## config.mk

```make
export PLATFORM = sky130hd
export DESIGN_NAME = quadruped_crawl_gait_generator_top
export DESIGN_NICKNAME = d
export VERILOG_FILES = /design/src/sv/qcgg_pkg.sv /design/src/sv/quadruped_crawl_gait_generator_top.sv /design/src/sv/qcgg_front.sv /design/src/sv/qcgg_div.sv /design/src/sv/qcgg_back.sv
export SDC_FILE = /design/constraint.sdc
export NUM_CORES = 1
export LEC_CHECK = 0
export BUFFER_PORTS_ARGS = -buffer_cell sky130_fd_sc_hd__clkbuf_2
export CORE_MARGIN = 2
export CORE_UTILIZATION = 56
export CTS_CLUSTER_DIAMETER = 60
export DETAILED_ROUTE_END_ITERATION = 8
export GPL_TIMING_DRIVEN = 1
export PLACE_DENSITY_LB_ADDON = 0.25
export SLEW_MARGIN = 5
export SYNTH_ARGS = -nofsm -noshare
export SYNTH_HDL_FRONTEND = slang
export SYNTH_SLANG_ARGS = --single-unit
```

## constraint.sdc

```tcl
create_clock -name clock -period 29.2 [get_ports clock]
set_input_delay 1.46 -clock clock [delete_from_list [all_inputs] [get_ports clock]]
set_output_delay 1.46 -clock clock [all_outputs]
set_load 0.01 [all_outputs]
```

## src/sv/qcgg_pkg.sv

```systemverilog
`timescale 1ns / 1ps
package qcgg_pkg;

   localparam int NUM_LEGS_C = 4;
   localparam logic [9:0] COUNT_MAX = 10'd1023;

   // configuration register indexes
   localparam logic [1:0] REG_WINDOW_TICKS   = 2'd0;
   localparam logic [1:0] REG_LIFT_HEIGHT    = 2'd1;
   localparam logic [1:0] REG_SPEED_DEADBAND = 2'd2;

   localparam logic [7:0] WINDOW_RESET   = 8'd36;
   localparam logic [7:0] LIFT_RESET     = 8'd40;
   localparam logic [4:0] DEADBAND_RESET = 5'd2;
   localparam logic [7:0] WINDOW_MIN     = 8'd2;

   // leg that swings in each window: FR, BL, FL, BR
   localparam logic [1:0] SWING_ORDER [4] = '{2'd0, 2'd2, 2'd1, 2'd3};

   // one tick handed from the front to the back
   typedef struct packed {
      logic              stand;
      logic signed [5:0] fwd;
      logic signed [5:0] lat;
      logic signed [5:0] turn;
      logic [7:0]        cyc;
      logic [7:0]        lift;
      logic [3:0]        flags;
      logic [3:0][9:0]   cnt;
      logic              placed;
      logic [1:0]        leg;
      logic [7:0]        k;
   } job_type;

   function automatic logic [5:0] abs6(input logic signed [5:0] v);
      abs6 = v[5] ? 6'(-v) : 6'(v);
   endfunction

endpackage

```

## src/sv/quadruped_crawl_gait_generator_top.sv

```systemverilog
`timescale 1ns / 1ps
// crawl gait generator: each request (forward, lateral, turn speed) advances the
// gait one control tick and yields four responses, legs FR, FL, BL, BR, the last
// flagged with rsp_last_leg. the front stage takes a request, updates the phase
// counter, swing flags and leg tick counters, and queues the tick (two deep). the
// back stage turns it into offsets through one shared 17-bit restoring divider,
// one quotient bit a cycle: 12 divisions per moving tick plus one for the lift
// when a leg swings, then one response per leg; a stand-still tick needs no
// division. the input keeps accepting while the queue has room, and a finished
// response waits in an output register. registers: index 0 window_ticks,
// 1 lift_height, 2 speed_deadband; write them only while the block is idle.
module quadruped_crawl_gait_generator_top (
   input  logic               clock,
   input  logic               reset,
   input  logic               req_valid,
   output logic               req_stall,
   input  logic signed [5:0]  req_forward_speed,
   input  logic signed [5:0]  req_lateral_speed,
   input  logic signed [5:0]  req_turn_speed,
   output logic               rsp_valid,
   input  logic               rsp_stall,
   output logic [$clog2(qcgg_pkg::NUM_LEGS_C)-1:0] rsp_leg_index,
   output logic signed [6:0]  rsp_offset_x,
   output logic signed [7:0]  rsp_offset_y,
   output logic signed [7:0]  rsp_offset_z,
   output logic               rsp_swinging,
   output logic               rsp_last_leg,
   input  logic               csr_write_enable,
   input  logic [1:0]         csr_index,
   input  logic [7:0]         csr_wdata
);

   // configuration registers
   logic [7:0] window_ff;
   logic [7:0] lift_ff;
   logic [4:0] deadband_ff;

   always_ff @(posedge clock) begin
      if (reset) begin
         window_ff   <= qcgg_pkg::WINDOW_RESET;
         lift_ff     <= qcgg_pkg::LIFT_RESET;
         deadband_ff <= qcgg_pkg::DEADBAND_RESET;
      end else if (csr_write_enable) begin
         case (csr_index)
            qcgg_pkg::REG_WINDOW_TICKS:   window_ff   <= csr_wdata;
            qcgg_pkg::REG_LIFT_HEIGHT:    lift_ff     <= csr_wdata;
            qcgg_pkg::REG_SPEED_DEADBAND: deadband_ff <= csr_wdata[4:0];
            default: ;
         endcase
      end
   end

   // tick queue between front and back
   qcgg_pkg::job_type q_mem [2];
   qcgg_pkg::job_type q_job;
   logic       wr_ptr_ff, rd_ptr_ff;
   logic [1:0] count_ff;
   logic       q_push, q_pop, q_full, q_empty;

   assign q_full  = (count_ff == 2'd2);
   assign q_empty = (count_ff == 2'd0);

   always_ff @(posedge clock) begin
      if (reset) begin
         wr_ptr_ff <= 1'b0;
         rd_ptr_ff <= 1'b0;
         count_ff  <= 2'd0;
      end else begin
         if (q_push) begin
            wr_ptr_ff <= !wr_ptr_ff;
         end
         if (q_pop) begin
            rd_ptr_ff <= !rd_ptr_ff;
         end
         count_ff <= count_ff + {1'b0, q_push} - {1'b0, q_pop};
      end
      if (q_push) begin
         q_mem[wr_ptr_ff] <= q_job;
      end
   end

   qcgg_front u_front (
      .clock             (clock),
      .reset             (reset),
      .req_valid         (req_valid),
      .req_stall         (req_stall),
      .req_forward_speed (req_forward_speed),
      .req_lateral_speed (req_lateral_speed),
      .req_turn_speed    (req_turn_speed),
      .window_ticks      (window_ff),
      .lift_height       (lift_ff),
      .speed_deadband    (deadband_ff),
      .q_full            (q_full),
      .q_push            (q_push),
      .q_job             (q_job)
   );

   qcgg_back u_back (
      .clock         (clock),
      .reset         (reset),
      .q_empty       (q_empty),
      .q_head        (q_mem[rd_ptr_ff]),
      .q_pop         (q_pop),
      .rsp_valid     (rsp_valid),
      .rsp_stall     (rsp_stall),
      .rsp_leg_index (rsp_leg_index),
      .rsp_offset_x  (rsp_offset_x),
      .rsp_offset_y  (rsp_offset_y),
      .rsp_offset_z  (rsp_offset_z),
      .rsp_swinging  (rsp_swinging),
      .rsp_last_leg  (rsp_last_leg)
   );

   // queue never overfills
   a_queue_bound: assert property (@(posedge clock) disable iff (reset)
      count_ff != 2'd3) else $error("tick queue overflow");

   // only the back stage pops, never from an empty queue
   a_no_empty_pop: assert property (@(posedge clock) disable iff (reset)
      q_pop |-> !q_empty) else $error("pop from empty tick queue");

   // lift offset never points down
   a_lift_sign: assert property (@(posedge clock) disable iff (reset)
      rsp_valid |-> (rsp_offset_z[7] || rsp_offset_z == 8'sd0))
      else $error("positive lift offset");

endmodule

```

## src/sv/qcgg_front.sv

```systemverilog
`timescale 1ns / 1ps
module qcgg_front (
   input  logic                clock,
   input  logic                reset,
   input  logic                req_valid,
   output logic                req_stall,
   input  logic signed [5:0]   req_forward_speed,
   input  logic signed [5:0]   req_lateral_speed,
   input  logic signed [5:0]   req_turn_speed,
   input  logic [7:0]          window_ticks,
   input  logic [7:0]          lift_height,
   input  logic [4:0]          speed_deadband,
   input  logic                q_full,
   output logic                q_push,
   output qcgg_pkg::job_type   q_job
);

   logic [9:0]      phase_ff, phase_in;
   logic [3:0]      flags_ff, flags_in;
   logic [3:0][9:0] cnt_ff, cnt_in;

   logic            stand;
   logic [7:0]      cyc;
   logic [9:0]      c;
   logic [10:0]     bound [4];
   logic [10:0]     base [4];
   logic [10:0]     half [4];
   logic [10:0]     c1, kw;
   logic [1:0]      wsel;
   logic            placed;
   logic [9:0]      cb;

   assign req_stall = q_full;
   assign q_push    = req_valid && !q_full;

   assign stand = (qcgg_pkg::abs6(req_forward_speed) < {1'b0, speed_deadband}) &&
                  (qcgg_pkg::abs6(req_lateral_speed) < {1'b0, speed_deadband}) &&
                  (qcgg_pkg::abs6(req_turn_speed) < {1'b0, speed_deadband});
   assign cyc = (window_ticks < qcgg_pkg::WINDOW_MIN) ? qcgg_pkg::WINDOW_MIN : window_ticks;
   assign c   = phase_ff + 10'd1;
   assign c1  = {1'b0, c};

   always_comb begin
      base[0]  = 11'd0;
      bound[0] = {3'b0, cyc};
      bound[1] = {2'b0, cyc, 1'b0};
      bound[2] = bound[0] + bound[1];
      bound[3] = {1'b0, cyc, 2'b0};
      base[1]  = bound[0];
      base[2]  = bound[1];
      base[3]  = bound[2];
      half[0]  = bound[0] >> 1;
      half[1]  = bound[2] >> 1;
      half[2]  = (bound[3] + bound[0]) >> 1;
      half[3]  = ({cyc, 3'b0} - bound[0]) >> 1;
      wsel = 2'd3;
      for (int w = 3; w >= 0; w--) begin
         if (c1 < bound[w]) begin
            wsel = 2'(w);
         end
      end
      placed = c1 < bound[3];
      kw = (c1 < half[wsel]) ? (c1 - base[wsel]) : (bound[wsel] - c1);
   end

   always_comb begin
      phase_in = phase_ff;
      flags_in = flags_ff;
      cnt_in   = cnt_ff;
      cb       = 10'd0;
      if (q_push) begin
         if (stand) begin
            phase_in = 10'd0;
            flags_in = 4'd0;
            cnt_in   = '0;
         end else begin
            phase_in = placed ? c : 10'd0;
            if (placed) begin
               flags_in = 4'd1 << qcgg_pkg::SWING_ORDER[wsel];
            end
            for (int i = 0; i < 4; i++) begin
               cb = (flags_in[i] != flags_ff[i]) ? 10'd0 : cnt_ff[i];
               cnt_in[i] = (cb == qcgg_pkg::COUNT_MAX) ? cb : cb + 10'd1;
            end
         end
      end
   end

   always_comb begin
      q_job.stand  = stand;
      q_job.fwd    = req_forward_speed;
      q_job.lat    = req_lateral_speed;
      q_job.turn   = req_turn_speed;
      q_job.cyc    = cyc;
      q_job.lift   = lift_height;
      q_job.flags  = flags_in;
      q_job.cnt    = cnt_in;
      q_job.placed = placed;
      q_job.leg    = qcgg_pkg::SWING_ORDER[wsel];
      q_job.k      = kw[7:0];
   end

   always_ff @(posedge clock) begin
      if (reset) begin
         phase_ff <= 10'd0;
         flags_ff <= 4'd0;
         cnt_ff   <= '0;
      end else begin
         phase_ff <= phase_in;
         flags_ff <= flags_in;
         cnt_ff   <= cnt_in;
      end
   end

endmodule

```

## src/sv/qcgg_div.sv

```systemverilog
`timescale 1ns / 1ps
module qcgg_div (
   input  logic        clock,
   input  logic        reset,
   input  logic        start,
   input  logic [16:0] dividend,
   input  logic [9:0]  divisor,
   output logic        done,
   output logic [16:0] quotient
);

   logic [16:0] num_ff, num_in;
   logic [16:0] quo_ff, quo_in;
   logic [10:0] rem_ff, rem_in;
   logic [9:0]  den_ff, den_in;
   logic [4:0]  cnt_ff, cnt_in;
   logic        busy_ff, busy_in;
   logic        done_ff, done_in;
   logic [11:0] trial;

   assign done     = done_ff;
   assign quotient = quo_ff;

   // restoring division, one quotient bit a cycle
   always_comb begin
      num_in  = num_ff;
      quo_in  = quo_ff;
      rem_in  = rem_ff;
      den_in  = den_ff;
      cnt_in  = cnt_ff;
      busy_in = busy_ff;
      done_in = 1'b0;
      trial   = {rem_ff, num_ff[16]};
      if (start) begin
         num_in  = dividend;
         den_in  = divisor;
         rem_in  = 11'd0;
         quo_in  = 17'd0;
         cnt_in  = 5'd0;
         busy_in = 1'b1;
      end else if (busy_ff) begin
         num_in = {num_ff[15:0], 1'b0};
         if (trial >= {2'b0, den_ff}) begin
            rem_in = 11'(trial - {2'b0, den_ff});
            quo_in = {quo_ff[15:0], 1'b1};
         end else begin
            rem_in = trial[10:0];
            quo_in = {quo_ff[15:0], 1'b0};
         end
         cnt_in = cnt_ff + 5'd1;
         if (cnt_ff == 5'd16) begin
            busy_in = 1'b0;
            done_in = 1'b1;
         end
      end
   end

   always_ff @(posedge clock) begin
      if (reset) begin
         busy_ff <= 1'b0;
         done_ff <= 1'b0;
         cnt_ff  <= 5'd0;
      end else begin
         busy_ff <= busy_in;
         done_ff <= done_in;
         cnt_ff  <= cnt_in;
      end
      num_ff <= num_in;
      quo_ff <= quo_in;
      rem_ff <= rem_in;
      den_ff <= den_in;
   end

endmodule

```

## src/sv/qcgg_back.sv

```systemverilog
`timescale 1ns / 1ps
module qcgg_back (
   input  logic               clock,
   input  logic               reset,
   input  logic               q_empty,
   input  qcgg_pkg::job_type  q_head,
   output logic               q_pop,
   output logic               rsp_valid,
   input  logic               rsp_stall,
   output logic [1:0]         rsp_leg_index,
   output logic signed [6:0]  rsp_offset_x,
   output logic signed [7:0]  rsp_offset_y,
   output logic signed [7:0]  rsp_offset_z,
   output logic               rsp_swinging,
   output logic               rsp_last_leg
);

   localparam logic [2:0] S_IDLE = 3'd0;
   localparam logic [2:0] S_MUL  = 3'd1;
   localparam logic [2:0] S_GO   = 3'd2;
   localparam logic [2:0] S_WAIT = 3'd3;
   localparam logic [2:0] S_EMIT = 3'd4;

   logic [2:0]         st_ff, st_in;
   logic [1:0]         leg_ff, leg_in;
   logic [1:0]         term_ff, term_in;
   logic               lift_ff, lift_in;
   qcgg_pkg::job_type  job_ff, job_in;
   logic [16:0]        prod_ff, prod_in;
   logic [9:0]         den_ff, den_in;
   logic               neg_ff, neg_in;
   logic signed [19:0] acc_ff [3];
   logic signed [19:0] acc_in [3];
   logic signed [7:0]  lat_ff [4];
   logic signed [7:0]  lat_in [4];
   logic signed [7:0]  lz_ff [4];
   logic signed [7:0]  lz_in [4];

   logic               ov_ff, ov_in;
   logic [1:0]         oleg_ff, oleg_in;
   logic signed [6:0]  ox_ff, ox_in;
   logic signed [7:0]  oy_ff, oy_in;
   logic signed [7:0]  oz_ff, oz_in;
   logic               osw_ff, osw_in;

   logic               div_done;
   logic [16:0]        quo;
   logic signed [5:0]  v;
   logic [5:0]         mag;
   logic signed [19:0] sq, s20, ramp, ysum;
   logic               out_free;
   logic signed [7:0]  yv;
   logic signed [6:0]  xv;

   qcgg_div u_div (
      .clock    (clock),
      .reset    (reset),
      .start    (st_ff == S_GO),
      .dividend (prod_ff),
      .divisor  (den_ff),
      .done     (div_done),
      .quotient (quo)
   );

   assign rsp_valid     = ov_ff;
   assign rsp_leg_index = oleg_ff;
   assign rsp_offset_x  = ox_ff;
   assign rsp_offset_y  = oy_ff;
   assign rsp_offset_z  = oz_ff;
   assign rsp_swinging  = osw_ff;
   assign rsp_last_leg  = (oleg_ff == 2'd3);
   assign out_free      = !ov_ff || !rsp_stall;

   always_comb begin
      case (term_ff)
         2'd0:    v = job_ff.fwd;
         2'd1:    v = job_ff.lat;
         default: v = job_ff.turn;
      endcase
      mag  = qcgg_pkg::abs6(v);
      s20  = {{13{v[5]}}, v, 1'b0};
      sq   = neg_ff ? -$signed({3'b0, quo}) : $signed({3'b0, quo});
      ramp = job_ff.flags[leg_ff] ? (sq - s20) : (s20 - sq);
      ysum = leg_ff[1] ? (acc_ff[1] - acc_ff[2]) : (acc_ff[1] + acc_ff[2]);
      if (acc_ff[0] > 20'sd63) begin
         xv = 7'sd63;
      end else if (acc_ff[0] < -20'sd64) begin
         xv = -7'sd64;
      end else begin
         xv = acc_ff[0][6:0];
      end
      if (ysum > 20'sd127) begin
         yv = 8'sd127;
      end else if (ysum < -20'sd128) begin
         yv = -8'sd128;
      end else begin
         yv = ysum[7:0];
      end
   end

   always_comb begin
      st_in   = st_ff;
      leg_in  = leg_ff;
      term_in = term_ff;
      lift_in = lift_ff;
      job_in  = job_ff;
      prod_in = prod_ff;
      den_in  = den_ff;
      neg_in  = neg_ff;
      acc_in  = acc_ff;
      lat_in  = lat_ff;
      lz_in   = lz_ff;
      q_pop   = 1'b0;
      ov_in   = ov_ff && rsp_stall;
      oleg_in = oleg_ff;
      ox_in   = ox_ff;
      oy_in   = oy_ff;
      oz_in   = oz_ff;
      osw_in  = osw_ff;
      case (st_ff)
         S_IDLE: begin
            if (!q_empty) begin
               q_pop   = 1'b1;
               job_in  = q_head;
               leg_in  = 2'd0;
               term_in = 2'd0;
               lift_in = q_head.placed;
               if (q_head.stand) begin
                  for (int i = 0; i < 4; i++) begin
                     lz_in[i] = 8'sd0;
                  end
                  st_in = S_EMIT;
               end else begin
                  st_in = S_MUL;
               end
            end
         end
         S_MUL: begin
            if (lift_ff) begin
               prod_in = {1'b0, 16'(job_ff.k * job_ff.lift)};
               den_in  = {2'b0, job_ff.cyc};
               neg_in  = 1'b0;
            end else begin
               prod_in = 17'({7'b0, job_ff.cnt[leg_ff]} * {9'b0, mag, 2'b00});
               den_in  = job_ff.flags[leg_ff] ? {2'b0, job_ff.cyc} :
                         10'({2'b0, job_ff.cyc} + {1'b0, job_ff.cyc, 1'b0});
               neg_in  = v[5];
            end
            st_in = S_GO;
         end
         S_GO: begin
            st_in = S_WAIT;
         end
         S_WAIT: begin
            if (div_done) begin
               if (lift_ff) begin
                  lz_in[job_ff.leg] = (quo >= 17'd128) ? -8'sd128 :
                                      $signed(8'(8'd0 - quo[7:0]));
                  lift_in = 1'b0;
                  st_in   = S_MUL;
               end else begin
                  acc_in[term_ff] = ramp;
                  if (term_ff == 2'd2) begin
                     st_in = S_EMIT;
                  end else begin
                     term_in = term_ff + 2'd1;
                     st_in   = S_MUL;
                  end
               end
            end
         end
         S_EMIT: begin
            if (out_free) begin
               ov_in   = 1'b1;
               oleg_in = leg_ff;
               oz_in   = lz_ff[leg_ff];
               if (job_ff.stand) begin
                  ox_in  = 7'sd0;
                  oy_in  = lat_ff[leg_ff];
                  osw_in = 1'b0;
               end else begin
                  ox_in          = xv;
                  oy_in          = yv;
                  lat_in[leg_ff] = yv;
                  osw_in         = job_ff.flags[leg_ff];
               end
               term_in = 2'd0;
               leg_in  = leg_ff + 2'd1;
               if (leg_ff == 2'd3) begin
                  st_in = S_IDLE;
               end else begin
                  st_in = job_ff.stand ? S_EMIT : S_MUL;
               end
            end
         end
         default: begin
            st_in = S_IDLE;
         end
      endcase
   end

   always_ff @(posedge clock) begin
      if (reset) begin
         st_ff <= S_IDLE;
         ov_ff <= 1'b0;
         for (int i = 0; i < 4; i++) begin
            lat_ff[i] <= 8'sd0;
            lz_ff[i]  <= 8'sd0;
         end
      end else begin
         st_ff  <= st_in;
         ov_ff  <= ov_in;
         lat_ff <= lat_in;
         lz_ff  <= lz_in;
      end
      leg_ff  <= leg_in;
      term_ff <= term_in;
      lift_ff <= lift_in;
      job_ff  <= job_in;
      prod_ff <= prod_in;
      den_ff  <= den_in;
      neg_ff  <= neg_in;
      acc_ff  <= acc_in;
      oleg_ff <= oleg_in;
      ox_ff   <= ox_in;
      oy_ff   <= oy_in;
      oz_ff   <= oz_in;
      osw_ff  <= osw_in;
   end

endmodule
```

== After elaboration in Yosys (flattened, before gate mapping) ==
Memories as Yosys holds them, arrays and structs flattened. A register that Yosys moved wholly into a read port is not among the register bits.
Index checks and enable logic that the tools add are counted.
Storage, ports and cells
  flip-flop bits (word level): 417
  memory bits (writable): 180
  output and inout bits: 29
  word-level logic and storage cells: 297
  memories: 1
Operators by class
  $add $sub $neg: 27
  $mul: 2
  $lt $le $gt $ge: 23
  equal/unequal tests: 27
  shift operators: 1
  multiplexer cells: 111
  bitwise operators: 8
  reductions and logical operators: 37
Memories
  q_mem: words 2, bits a word 90, rd ports 1, clocked after Yosys merged registers in 1, write ports 1, line quadruped_crawl_gait_generator_top.sv:54  | qcgg_pkg::job_type q_mem [2];
Operators by type and width (count)
  two-way mux 8 bit: 18
  two-way mux 32 bit: 4
  two-way mux 10 bit: 11
  two-way mux 20 bit: 4
  two-way mux 40 bit: 2
  binary-select mux 11 bit (select 2 bit): 3
  bitwise mux 32 bit: 2
  one-hot mux 32 bit (2 select lines): 1
  bitwise mux 60 bit: 1
  adder 10 x 1 -> 10 bit, second input constant: 5
  demux 20 bit (select 2 bit): 1
  == test 10 bit, second input constant: 4
  two-way mux 17 bit: 2
  two-way mux 11 bit: 3
  binary-select mux 8 bit (select 2 bit): 2
  demux 8 bit (select 2 bit): 2
  two-way mux 6 bit: 5
  two-way mux 3 bit: 8
  negator 6 bit: 4
  adder 20 bit: 1
  adder 8 x 9 -> 10 bit: 2
  binary-select mux 10 bit (select 2 bit): 1
  greater-than comparator 20 x 7 -> 1 bit, second input constant: 1
  greater-than comparator 20 x 8 -> 1 bit, second input constant: 1
  other kinds (65): 148

== Depth between registers and ports, before layout ==
Gate-level depths: netlist of run 1.
  word-level depth: 21
  mapped depth: 36
  mapped depth without buffers: 34

== Cells and area by module ==
From an unflattened synthesis of run 1, not the netlist that was laid out.
Second synthesis, totals
  cell total of the unflattened synthesis: 3474
  area total of the unflattened synthesis: 37024.3 µm²
By module, submodules not included
  qcgg_back: times used 1, cells an instance 1759, area an instance 18398.9 µm², sequential area each 7607.3 µm²
  quadruped_crawl_gait_generator_top: times used 1, cells an instance 384, area an instance 8044.0 µm², sequential area each 5925.7 µm²
  qcgg_front: times used 1, cells an instance 1041, area an instance 7497.2 µm², sequential area each 1081.0 µm²
  qcgg_div: times used 1, cells an instance 290, area an instance 3084.2 µm², sequential area each 1511.4 µm²

== Worst setup path before layout of run 1 ==
OpenSTA, ideal clock, no wires.
  path kind: register to register
  start point: register u_back.st_ff[0]
  end point: register count_ff[1]
  library setup time: 0.128 ns
  arrival: 11.064 ns
  data required time: 29.072 ns
  path slack: 18.008 ns
  cell stages (with the launch flop): 9
  path buffers: 1
  cell sequence: dfxtp_1 -> clkbuf_1 -> nor4_1 -> ha_1 -> inv_1 -> ha_1 -> xor2_1 -> xnor2_1 -> nor2_1
On the way
  cells in the longest elaborated chain, start to end: 3
Ends and longest elaborated chain
  start, declared: line qcgg_back.sv:24  | logic [2:0] st_ff, st_in;
  start signal, assigned: line qcgg_back.sv:211  | st_ff <= st_in;
  logical NOT 3 bit: line qcgg_back.sv:120  | case (st_ff)
  two-way mux 1 bit: line qcgg_back.sv:120
  named net q_pop: line quadruped_crawl_gait_generator_top.sv:58  | logic q_push, q_pop, q_full, q_empty;
  subtractor 2 x 1 -> 2 bit: line quadruped_crawl_gait_generator_top.sv:75  | count_ff <= count_ff + {1'b0, q_push} - {1'b0, q_pop};
  end signal, assigned: line quadruped_crawl_gait_generator_top.sv:75
  end, declared: line quadruped_crawl_gait_generator_top.sv:57  | logic [1:0] count_ff;
The timed path passes the listed nets, and every way through them passes these cells.
A chain may end at the register's enable or synchronous reset.

==> results by group, run 1 <==
Outcome
  – Status: finished clean

Min path
  – Hold_sp: u_back.den_ff[6]
  – Hold endpoint: u_back.u_div.den_ff[6]
  – HP Class: flip-flop to flip-flop
  – Worst hold path depth: 0

Drt
  – WL final: 83,800 um
  – Average wire per standard cell: 20.1 um
  – Routed Antenna Nets: 0
  – TritonRoute pass-1 iters: 7
  – Vias: 24,987
  – Via density: 5.98
  – DRC violations left: 0
  – DR iter-0 viols: 2,157

Synthesis
  – Syn nets: 3,607
  – Mux contribution to synthesized area: 6.36%
  – Asr flop ratio synth: 0%
  – Synth Area in Adders: 13.1%
  – Synth unique cells: 99
  – Synth top area cells: edfxtp_1 36%, dfxtp_1 10%, ha_1 8.7%
  – Syn Inst Count: 3,253
  – Number of synthesized flops with an enable pin: 415
  – Yosys top cell area share: 35.6%
  – Post-Synth Simple-Gate Area: 13.1%
  – Cell taking the most area after synthesis: edfxtp_1
  – Yosys reg bits: 598
  – Xor and xnor area share after synthesis: 4.18%
  – Compound-cell area share of the yosys netlist: 13.2%
  – Largest family of logic cells by synthesized area: compound AO/OA/AOI/OAI gates
  – Main flop type after synthesis: edfxtp_1
  – Warnings from Yosys: 0
  – Avg Cell Area, Syn: 10.7 sq um
  – Post-Syn Area: 0.0350 sq mm
  – Seq/Total Area, Yosys: 46.1%

Floorplan
  – # IOs: 62
  – Placeable Area: 0.0617 sq mm
  – Die Y: 254 um
  – Die footprint: 0.0645 sq mm
  – Rows: 91
  – Die X: 254 um
  – Initial core utilization: 56.7%

Timing
  – Worst-margin pin slew: 1.34 ns
  – Maximum clock frequency: 0.116 GHz
  – Slew Limit Fails: 0
  – Clk_skew: 0.0243 ns
  – Setup-failing EPs final: 0
  – Fin. Hold Viols: 0
  – Total Neg Setup Slack: 0 ns
  – Slew headroom: 10.8%
  – Tmin final: 8.63 ns
  – RSZ-0062 raised after global routing: no
  – Final period util: 29.6%

Setup path
  – Crit path required time: 29.54 ns
  – Reg-to-reg slack, setup: 20.57 ns
  – CP endpoint kind: flip-flop
  – Startpoint class of the critical path: flip-flop
  – Worst R2R Start: window_ff[3]
  – Crit Path Max Fanout: 24
  – Cell mode on critical path: a21oi_1
  – Reg-to-reg endpoint: q_mem[1][1]
  – Worst EP arrival: 8.98 ns
  – Slowest cell on the critical path: o21ai_1
  – Slowest stage delay, CP: 0.80 ns
  – Worst reg2reg path depth: 26
  – WS Path Type: flip-flop to flip-flop

Global route
  – First-pass GRT wire length: 133,000 um
  – Largest net degree at the start of global routing: 83
  – Initial antenna violation count: 4
  – Vias in the first global route: 24,661
  – Global route total overflow: 0
  – GRT Total Usage: 26.2%

CTS
  – Total CTS buffers: 71
  – CTS hold repair buffers: 0
  – Reg clk slew, reported paths: 0.06 ns
  – Root Buffer: clkbuf_16
  – Clock Path Buffers: 3
  – Sink Count: 598
  – TritonCTS clock tree: yes
  – Post-CTS sizing: 0
  – H-Tree Depth: 3
  – Post-CTS Setup Repair Bufs: 0
  – Worst-Skew Late Latency: 0.61 ns

Placed design
  – Number of buffers inserted by port buffering: 61
  – RePlAce Congestion: 0.916
  – DPL Wire Length: 59,900 um

Layout
  – Most common cell after layout, fill and taps aside: edfxtp_1
  – Nets: 3,632
  – Share of cells above drive strength 1: 11.2%
  – P&R area growth vs syn: 10.1%
  – Most frequent cells in the layout: 415 x edfxtp_1, 296 x nand2_1, 276 x nor2_1, 244 x ha_1, 213 x inv_1

Job
  – Max Cap Viol: 0
[metrics by stage]
stage               worst slack [ns]  hold slack (ns)  cells  area (sq um)  util (%)
finish                         20.57            0.415   4176         38500      62.4
global placement               20.74            0.405   4042         36000      58.4
CTS                            20.66            0.418   4173         38500      62.4
detailed placement             20.68            0.405   4042         36000      58.4
floorplan                      18.01            0.400   3253         35000         -
global route                   19.93            0.428   4176         38500      62.4
[synth_stat cells, drive strengths merged (6+ instances only)]
library cell  count
mux4             26
nor4             11
nand3b            9
nand2           297
a21o             57
a22oi            30
a22o              9
dfxtp           183
nand3            49
fa               77
buf              35
a211oi           65
o211ai           25
a32oi            12
a41oi            10
and2             74
a31oi            26
or2               8
o21bai           25
nor3b            10
a211o            21
o21a             11
a21oi           177
clkbuf          103
nand4            24
and4              7
or4               6
edfxtp          415
mux2i            50
a31o              6
nor4b             6
o22a              9
o31ai            19
ha              244
inv             216
nor2            278
o21ai           107
or3              20
xor2             47
and3             34
nand2b           33
xnor2           118
nor3             38
mux2            101
nor2b            50
[routing by layer]
layer	vias up	global-route usage [%]	wire length (um)
met5	-	0	0
met4	0	9.33	2220
met3	129	3.35	4280
met2	744	43.7	40400
met1	12297	35.4	36900
li1	11817	-	-
[kinds of logic after synthesis]
logic type / count (synthesis)
flops: 598
fa+ha+maj: 321
compound gates: 675
simple gates: 961
buf+inv: 356
xor+xnor: 165
mux: 177
[critical path, delay by kind of cell (launching register included)]
family	cells	cell delay [ns]
adder cells (fa/ha/maj)	3	1.00
flip-flops	1	0.51
XOR/XNOR	1	0.20
buffers and inverters	2	0.66
multiplexers	1	0.43
AO/OA/AOI/OAI	13	3.19
AND/OR/NAND/NOR	6	2.35
[state kept, by name, summed over array words and instances, names as in the netlist, 7 cells and up, named ones only]
signal,flops
q_mem,180
window_ff,8
u_back.rsp_offset_x,7
lift_ff,8
u_back.u_div.rem_ff,11
u_back.u_div.quotient,17
u_back.rsp_offset_y,8
u_back.u_div.num_ff,17
u_back.lat_ff,32
u_back.acc_ff,60
u_front.cnt_ff,40
u_back.u_div.den_ff,10
u_back.den_ff,10
u_back.prod_ff,17
u_back.job_ff,89
u_front.phase_ff,10
u_back.lz_ff,32
u_back.rsp_offset_z,8
[worst max path at each step]
stage	end	slack, ns	from
floorplan	count_ff[1]	18.01	u_back.st_ff[0]
global placement	q_mem[0][1]	20.74	window_ff[3]
detailed placement	q_mem[1][1]	20.68	window_ff[6]
CTS	q_mem[0][7]	20.66	window_ff[6]
global route	q_mem[0][7]	19.93	window_ff[6]
finish	q_mem[1][1]	20.57	window_ff[3]
[cell type report]
cell class	instances	area (sq um)
Multi-Input combinational cell	2299	17500
Sequential cell	598	16100
Timing Repair Buffer	90	526
Antenna cell	3	7.51
Inverter	218	823
Clock buffer	88	1910
Tap cell	837	1050
Fill cell	4929	23200
Clock inverter	43	544
Power of run 1 is not shown: default switching activity piles up to over one toggle a cycle in this logic, so the estimate is an artifact.
==> run 2: changes to the inputs <==
==> constraint.sdc (replaced) <==
create_clock -name clock -period 8 [get_ports clock]
set_input_delay 0.4 -clock clock [delete_from_list [all_inputs] [get_ports clock]]
set_output_delay 0.4 -clock clock [all_outputs]
set_load 0.01 [all_outputs]
==> run 2 against run 1 <==
Net effect:
- worst hold slack lost 0.38 ns
- sequential share of layout area is essentially flat
- critical path depth grew 7
- fmax grew 22%
- cell area is essentially flat
- routed wire length shrank 1.9%
- non-clock buffer count grew 13
- sequential cell count is the same
- register-to-register slack lost 20 ns
- core utilization is essentially flat
- critical endpoint is now q_mem[1][7]
==> results by group, run 2 (same netlist as run 1, synthesis figures left out) <==
Floorplan
  – Rows: 91 (unchanged)
  – Die Y: 254 um (unchanged)
  – Die X: 254 um (unchanged)
  – Placeable Area: 0.0617 sq mm (unchanged)
  – Die footprint: 0.0645 sq mm (unchanged)
  – # IOs: 62 (unchanged)
  – Initial core utilization: 56.7% (unchanged)

Placed design
  – DPL Wire Length: 59,100 um (was 59,900 um)
  – Post-place instance area: 0.0361 sq mm (was 0.0360 sq mm)
  – Dpl ws: 0.980 ns (was 20.68 ns)
  – RePlAce Congestion: 0.906 (was 0.916)
  – Number of buffers inserted by port buffering: 61 (unchanged)

Global route
  – Grt met1 use: 34.5% (was 35.4%)
  – Global route total overflow: 0 (unchanged)
  – Gr busiest metal: met2 (unchanged)
  – Largest net degree at the start of global routing: 94 (was 83)
  – Vias in the first global route: 24,591 (was 24,661)
  – Met2 usage: 43.6% (was 43.7%)
  – Initial antenna violation count: 4 (unchanged)
  – GRT Total Usage: 25.8% (was 26.2%)
  – Routing usage on met3: 3.75% (was 3.35%)
  – First-pass GRT wire length: 131,000 um (was 133,000 um)

Setup path
  – CP endpoint kind: flip-flop (unchanged)
  – Slowest stage delay, CP: 0.51 ns (was 0.80 ns)
  – Slowest cell on the critical path: or4b_4 (was o21ai_1)
  – Crit path required time: 8.36 ns (was 29.54 ns)
  – Startpoint class of the critical path: flip-flop (unchanged)
  – Worst EP arrival: 7.45 ns (was 8.98 ns)
  – WS Path Type: flip-flop to flip-flop (unchanged)
  – Crit Path Max Fanout: 18 (was 24)
  – Cell mode on critical path: a21oi_1 (unchanged)

Min path
  – HP Class: input port to flip-flop (was flip-flop to flip-flop)

Layout
  – Filler instances: 4,878 (was 4,929)
  – Biggest regs: q_mem x180, u_back.job_ff x89, u_back.acc_ff x60 (unchanged)
  – Final instance area: 0.0385 sq mm (about the same)
  – Most frequent cells in the layout: 415 x edfxtp_1, 296 x nand2_1, 276 x nor2_1, 244 x ha_1, 213 x inv_1 (unchanged)
  – P&R area growth vs syn: 10.1% (about the same)
  – Max FFs per register: 180 (unchanged)
  – Share of cells above drive strength 1: 11.6% (was 11.2%)
  – Most common cell after layout, fill and taps aside: edfxtp_1 (unchanged)
  – Top reg by flops: q_mem (unchanged)
  – Area occupied by registers: 0.0161 sq mm (unchanged)
  – Nets: 3,645 (was 3,632)
  – Multi-input logic area: 0.0175 sq mm (about the same)

Timing
  – Fin. Hold Viols: 0 (unchanged)
  – Setup WS post-layout: 0.904 ns (was 20.57 ns)
  – Slew Limit Fails: 0 (unchanged)
  – RSZ-0062 raised after global routing: no (unchanged)
  – Maximum clock frequency: 0.141 GHz (was 0.116 GHz)
  – Slew headroom: 1.46% (was 10.8%)
  – Total Neg Setup Slack: 0 ns (unchanged)
  – WHS: 0.0385 ns (was 0.415 ns)
  – Final period util: 88.7% (was 29.6%)
  – Setup-failing EPs final: 0 (unchanged)
  – Tmin final: 7.10 ns (was 8.63 ns)
  – Clk_skew: 0.0229 ns (was 0.0243 ns)
  – Worst-margin pin slew: 1.47 ns (was 1.34 ns)

CTS
  – Sink Count: 598 (unchanged)
  – Clock Path Buffers: 3 (unchanged)
  – H-Tree Depth: 3 (unchanged)
  – Post-CTS Setup Repair Bufs: 0 (unchanged)
  – TritonCTS clock tree: yes (unchanged)
  – Total CTS buffers: 71 (unchanged)
  – Post-CTS sizing: 0 (unchanged)
  – Root Buffer: clkbuf_16 (unchanged)
  – Worst-Skew Late Latency: 0.62 ns (was 0.61 ns)
  – CTS hold repair buffers: 0 (unchanged)
  – Reg clk slew, reported paths: 0.06 ns (about the same)

Outcome
  – Status: finished clean (unchanged)

Drt
  – TritonRoute pass-1 iters: 6 (was 7)
  – Via density: 5.94 (was 5.98)
  – WL final: 82,200 um (was 83,800 um)
  – Vias: 24,878 (was 24,987)
  – Routed Antenna Nets: 0 (unchanged)
  – DR iter-0 viols: 2,256 (was 2,157)
  – Average wire per standard cell: 19.6 um (was 20.1 um)
  – DRC violations left: 0 (unchanged)

Job
  – Max Cap Viol: 0 (unchanged)
-- run 2: path summary, 6_finish.rpt --
path | slack [ns] | end | from | cells after the start
setup / recovery | 0.90 | q_mem[1][7] | window_ff[6] | 33
hold / removal | 0.04 | window_ff[5] | csr_wdata[5] | 2
setup reg to reg | 0.90 | q_mem[1][7] | window_ff[6] | 33
hold reg to reg | 0.42 | u_back.u_div.den_ff[1] | u_back.den_ff[1] | 0
-- run 2: cell type report --
cell class | count | area share [%]
clock inverter | 35 | 0.939
timing repair buffer | 103 | 1.62
tap | 837 | 2.72
clock buffer | 95 | 5.12
inverter | 218 | 2.14
sequential | 598 | 41.9
antenna | 4 | 0.0260
multi-input combinational | 2299 | 45.5
-- run 2: metrics by stage --
stage / utilization, % / std cells
after floorplan: - / 3253
after global placement: 58.6 / 4055
after detailed placement: 58.6 / 4055
after CTS: 62.4 / 4185
after global routing: 62.4 / 4189
final: 62.4 / 4189
-- run 2: worst max-delay path: cells and delay by family, from the launching register on --
| family | cells | cell delay, ns |
|---|---|---|
| buf+inv | 4 | 0.45 |
| mux | 1 | 0.22 |
| xor+xnor | 2 | 0.37 |
| compound gates | 18 | 3.01 |
| simple gates | 4 | 1.43 |
| fa+ha+maj | 4 | 1.01 |
| flops | 1 | 0.35 |
-- run 2: per-layer routing --
metal | up-vias | share of wire (%)
met4 | 0 | 2.4
met1 | 12223 | 45
met2 | 714 | 48
met3 | 126 | 5.0
met5 | - | 0
li1 | 11815 | -
Power of run 2 is left out for the same reason.
==> run 3: changes to the inputs <==
--- a/config.mk
+++ b/config.mk
@@ -5,11 +5,11 @@
 export SDC_FILE = /design/constraint.sdc
 export NUM_CORES = 1
 export LEC_CHECK = 0
-export BUFFER_PORTS_ARGS = -buffer_cell sky130_fd_sc_hd__clkbuf_2
-export CORE_MARGIN = 2
+export CORE_ASPECT_RATIO = 1.75
 export CORE_UTILIZATION = 56
 export CTS_CLUSTER_DIAMETER = 60
 export DETAILED_ROUTE_END_ITERATION = 8
+export DONT_BUFFER_PORTS = 1
 export GPL_TIMING_DRIVEN = 1
 export PLACE_DENSITY_LB_ADDON = 0.25
 export SLEW_MARGIN = 5
==> run 3 against run 2 <==
Net effect:
- sequential cell count unchanged
- setup slack got worse by 0.15 ns
- via count decreased by 0.45%
- critical path depth decreased by 7
- register-to-register slack got worse by 0.15 ns
- largest cell class unchanged
==> results by group, run 3 (same netlist as run 1, synthesis figures left out) <==
Outcome
  – Status: finished clean (unchanged)

CTS
  – Total CTS buffers: 54 (was 71)
  – TritonCTS clock tree: yes (unchanged)
  – Post-CTS sizing: 0 (unchanged)
  – Root Buffer: clkbuf_16 (unchanged)
  – Post-CTS Setup Repair Bufs: 0 (unchanged)
  – H-Tree Depth: 2 (was 3)
  – Sink Count: 598 (unchanged)
  – Reg clk slew, reported paths: 0.06 ns (about the same)
  – Worst-Skew Late Latency: 0.64 ns (was 0.62 ns)
  – CTS hold repair buffers: 28 (was 0)
  – Clock Path Buffers: 3 (unchanged)

Global route
  – Initial antenna violation count: 0 (was 4)
  – Vias in the first global route: 25,486 (was 24,591)
  – First-pass GRT wire length: 135,000 um (was 131,000 um)
  – Global route total overflow: 0 (unchanged)
  – GRT Total Usage: 27.4% (was 25.8%)
  – Largest net degree at the start of global routing: 150 (was 94)

Setup path
  – Crit path required time: 8.36 ns (about the same)
  – Crit Path Max Fanout: 15 (was 18)
  – Worst EP arrival: 7.60 ns (was 7.45 ns)
  – WS Path Type: flip-flop to flip-flop (unchanged)
  – Startpoint class of the critical path: flip-flop (unchanged)
  – CP endpoint kind: flip-flop (unchanged)

Layout
  – Most frequent cells in the layout: 415 x edfxtp_1, 296 x nand2_1, 276 x nor2_1, 244 x ha_1, 213 x inv_1 (unchanged)
  – # diodes: 0 (was 4)
  – Nets: 3,594 (was 3,645)
  – Share of cells above drive strength 1: 9.34% (was 11.6%)
  – Final std cells w/o fill: 4,079 (was 4,189)
  – P&R area growth vs syn: 8.40% (was 10.1%)
  – Most common cell after layout, fill and taps aside: edfxtp_1 (unchanged)
  – Top reg by flops: q_mem (unchanged)
  – Max FFs per register: 180 (unchanged)
  – Biggest regs: q_mem x180, u_back.job_ff x89, u_back.acc_ff x60 (unchanged)
  – Filler instances: 4,895 (was 4,878)

Placed design
  – Cell total after placement: 3,949 (was 4,055)
  – Number of buffers inserted by port buffering: 0 (was 61)
  – DPL Wire Length: 62,600 um (was 59,100 um)
  – RePlAce Congestion: 0.927 (was 0.906)
  – Dpl ws: 0.797 ns (was 0.980 ns)

Floorplan
  – Rows: 120 (was 91)
  – Die footprint: 0.0635 sq mm (was 0.0645 sq mm)
  – # IOs: 62 (unchanged)
  – Initial core utilization: 56.9% (was 56.7%)
  – Die X: 191 um (was 254 um)
  – Die Y: 333 um (was 254 um)
  – Placeable Area: 0.0614 sq mm (was 0.0617 sq mm)

Timing
  – Maximum clock frequency: 0.138 GHz (was 0.141 GHz)
  – Fin. Hold Viols: 0 (unchanged)
  – Slew headroom: 21.6% (was 1.46%)
  – RSZ-0062 raised after global routing: no (unchanged)
  – Tmin final: 7.24 ns (was 7.10 ns)
  – Total Neg Setup Slack: 0 ns (unchanged)
  – Clk_skew: 0.0318 ns (was 0.0229 ns)
  – Setup WS post-layout: 0.759 ns (was 0.904 ns)
  – Setup-failing EPs final: 0 (unchanged)
  – Final period util: 90.5% (was 88.7%)
  – Slew Limit Fails: 0 (unchanged)
  – Worst-margin pin slew: 1.17 ns (was 1.47 ns)

Drt
  – Routed Antenna Nets: 0 (unchanged)
  – Vias: 24,765 (was 24,878)
  – Via density: 6.07 (was 5.94)
  – DRC violations left: 0 (unchanged)
  – Average wire per standard cell: 20.8 um (was 19.6 um)
  – DR iter-0 viols: 1,423 (was 2,256)
  – TritonRoute pass-1 iters: 8 (was 6)
  – WL final: 85,000 um (was 82,200 um)

Min path
  – HP Class: input port to flip-flop (unchanged)

Job
  – Max Cap Viol: 0 (unchanged)
## run 3: cell type report
type / instances / area (sq um) / area share, %
Tap cell: 793 / 992 / 2.62
Inverter: 218 / 823 / 2.17
Clock inverter: 28 / 268 / 0.706
Multi-Input combinational cell: 2299 / 17500 / 46.2
Timing Repair Buffer: 69 / 606 / 1.60
Clock buffer: 74 / 1560 / 4.12
Sequential cell: 598 / 16100 / 42.6
## run 3: worst paths after layout
kind,startpoint,depth (start not counted),end,slack (ns)
setup / recovery,window_ff[3],26,q_mem[0][1],0.76
hold / removal,csr_wdata[3],3,lift_ff[3],0.04
setup reg to reg,window_ff[3],26,q_mem[0][1],0.76
hold reg to reg,u_back.den_ff[1],0,u_back.u_div.den_ff[1],0.41
## run 3: metrics by stage
stage               hold WS, ns  instance area [sq um]  util (%)
floorplan                 0.400                  35000         -
global placement          0.409                  35800      58.3
detailed placement        0.405                  35800      58.3
CTS                     0.00109                  37900      61.7
global route             0.0475                  37900      61.7
finish                   0.0394                  37900      61.7
## run 3: worst max-delay path, stage by stage, from the launching register on
cell      delay (ns)
dfxtp_1         0.50
or4b_4          0.66
or2_2           0.37
nand2b_1        0.11
inv_1           0.06
ha_1            0.27
a21o_1          0.16
a21oi_1         0.22
o21bai_1        0.09
a21oi_1         0.23
o21bai_1        0.09
a21oi_1         0.18
xnor2_1         0.19
ha_1            0.30
a211o_1         0.28
a211o_1         0.30
a22oi_2         0.15
or2_2           0.28
buf_4           0.23
nor2_1          0.06
o32a_1          0.34
ha_1            0.28
nand2_1         0.07
nor3_1          0.27
o211ai_1        0.13
o21ai_1         0.73
mux2_2          0.43
## run 3: routing by layer
| metal | global-route usage, % | part of all wire, % |
|---|---|---|
| met1 | 27.8 | 35 |
| met2 | 52.3 | 55 |
| met3 | 3.19 | 3.6 |
| met4 | 16.3 | 6.2 |
| met5 | 0 | 0 |
Power of run 3 is left out for the same reason.
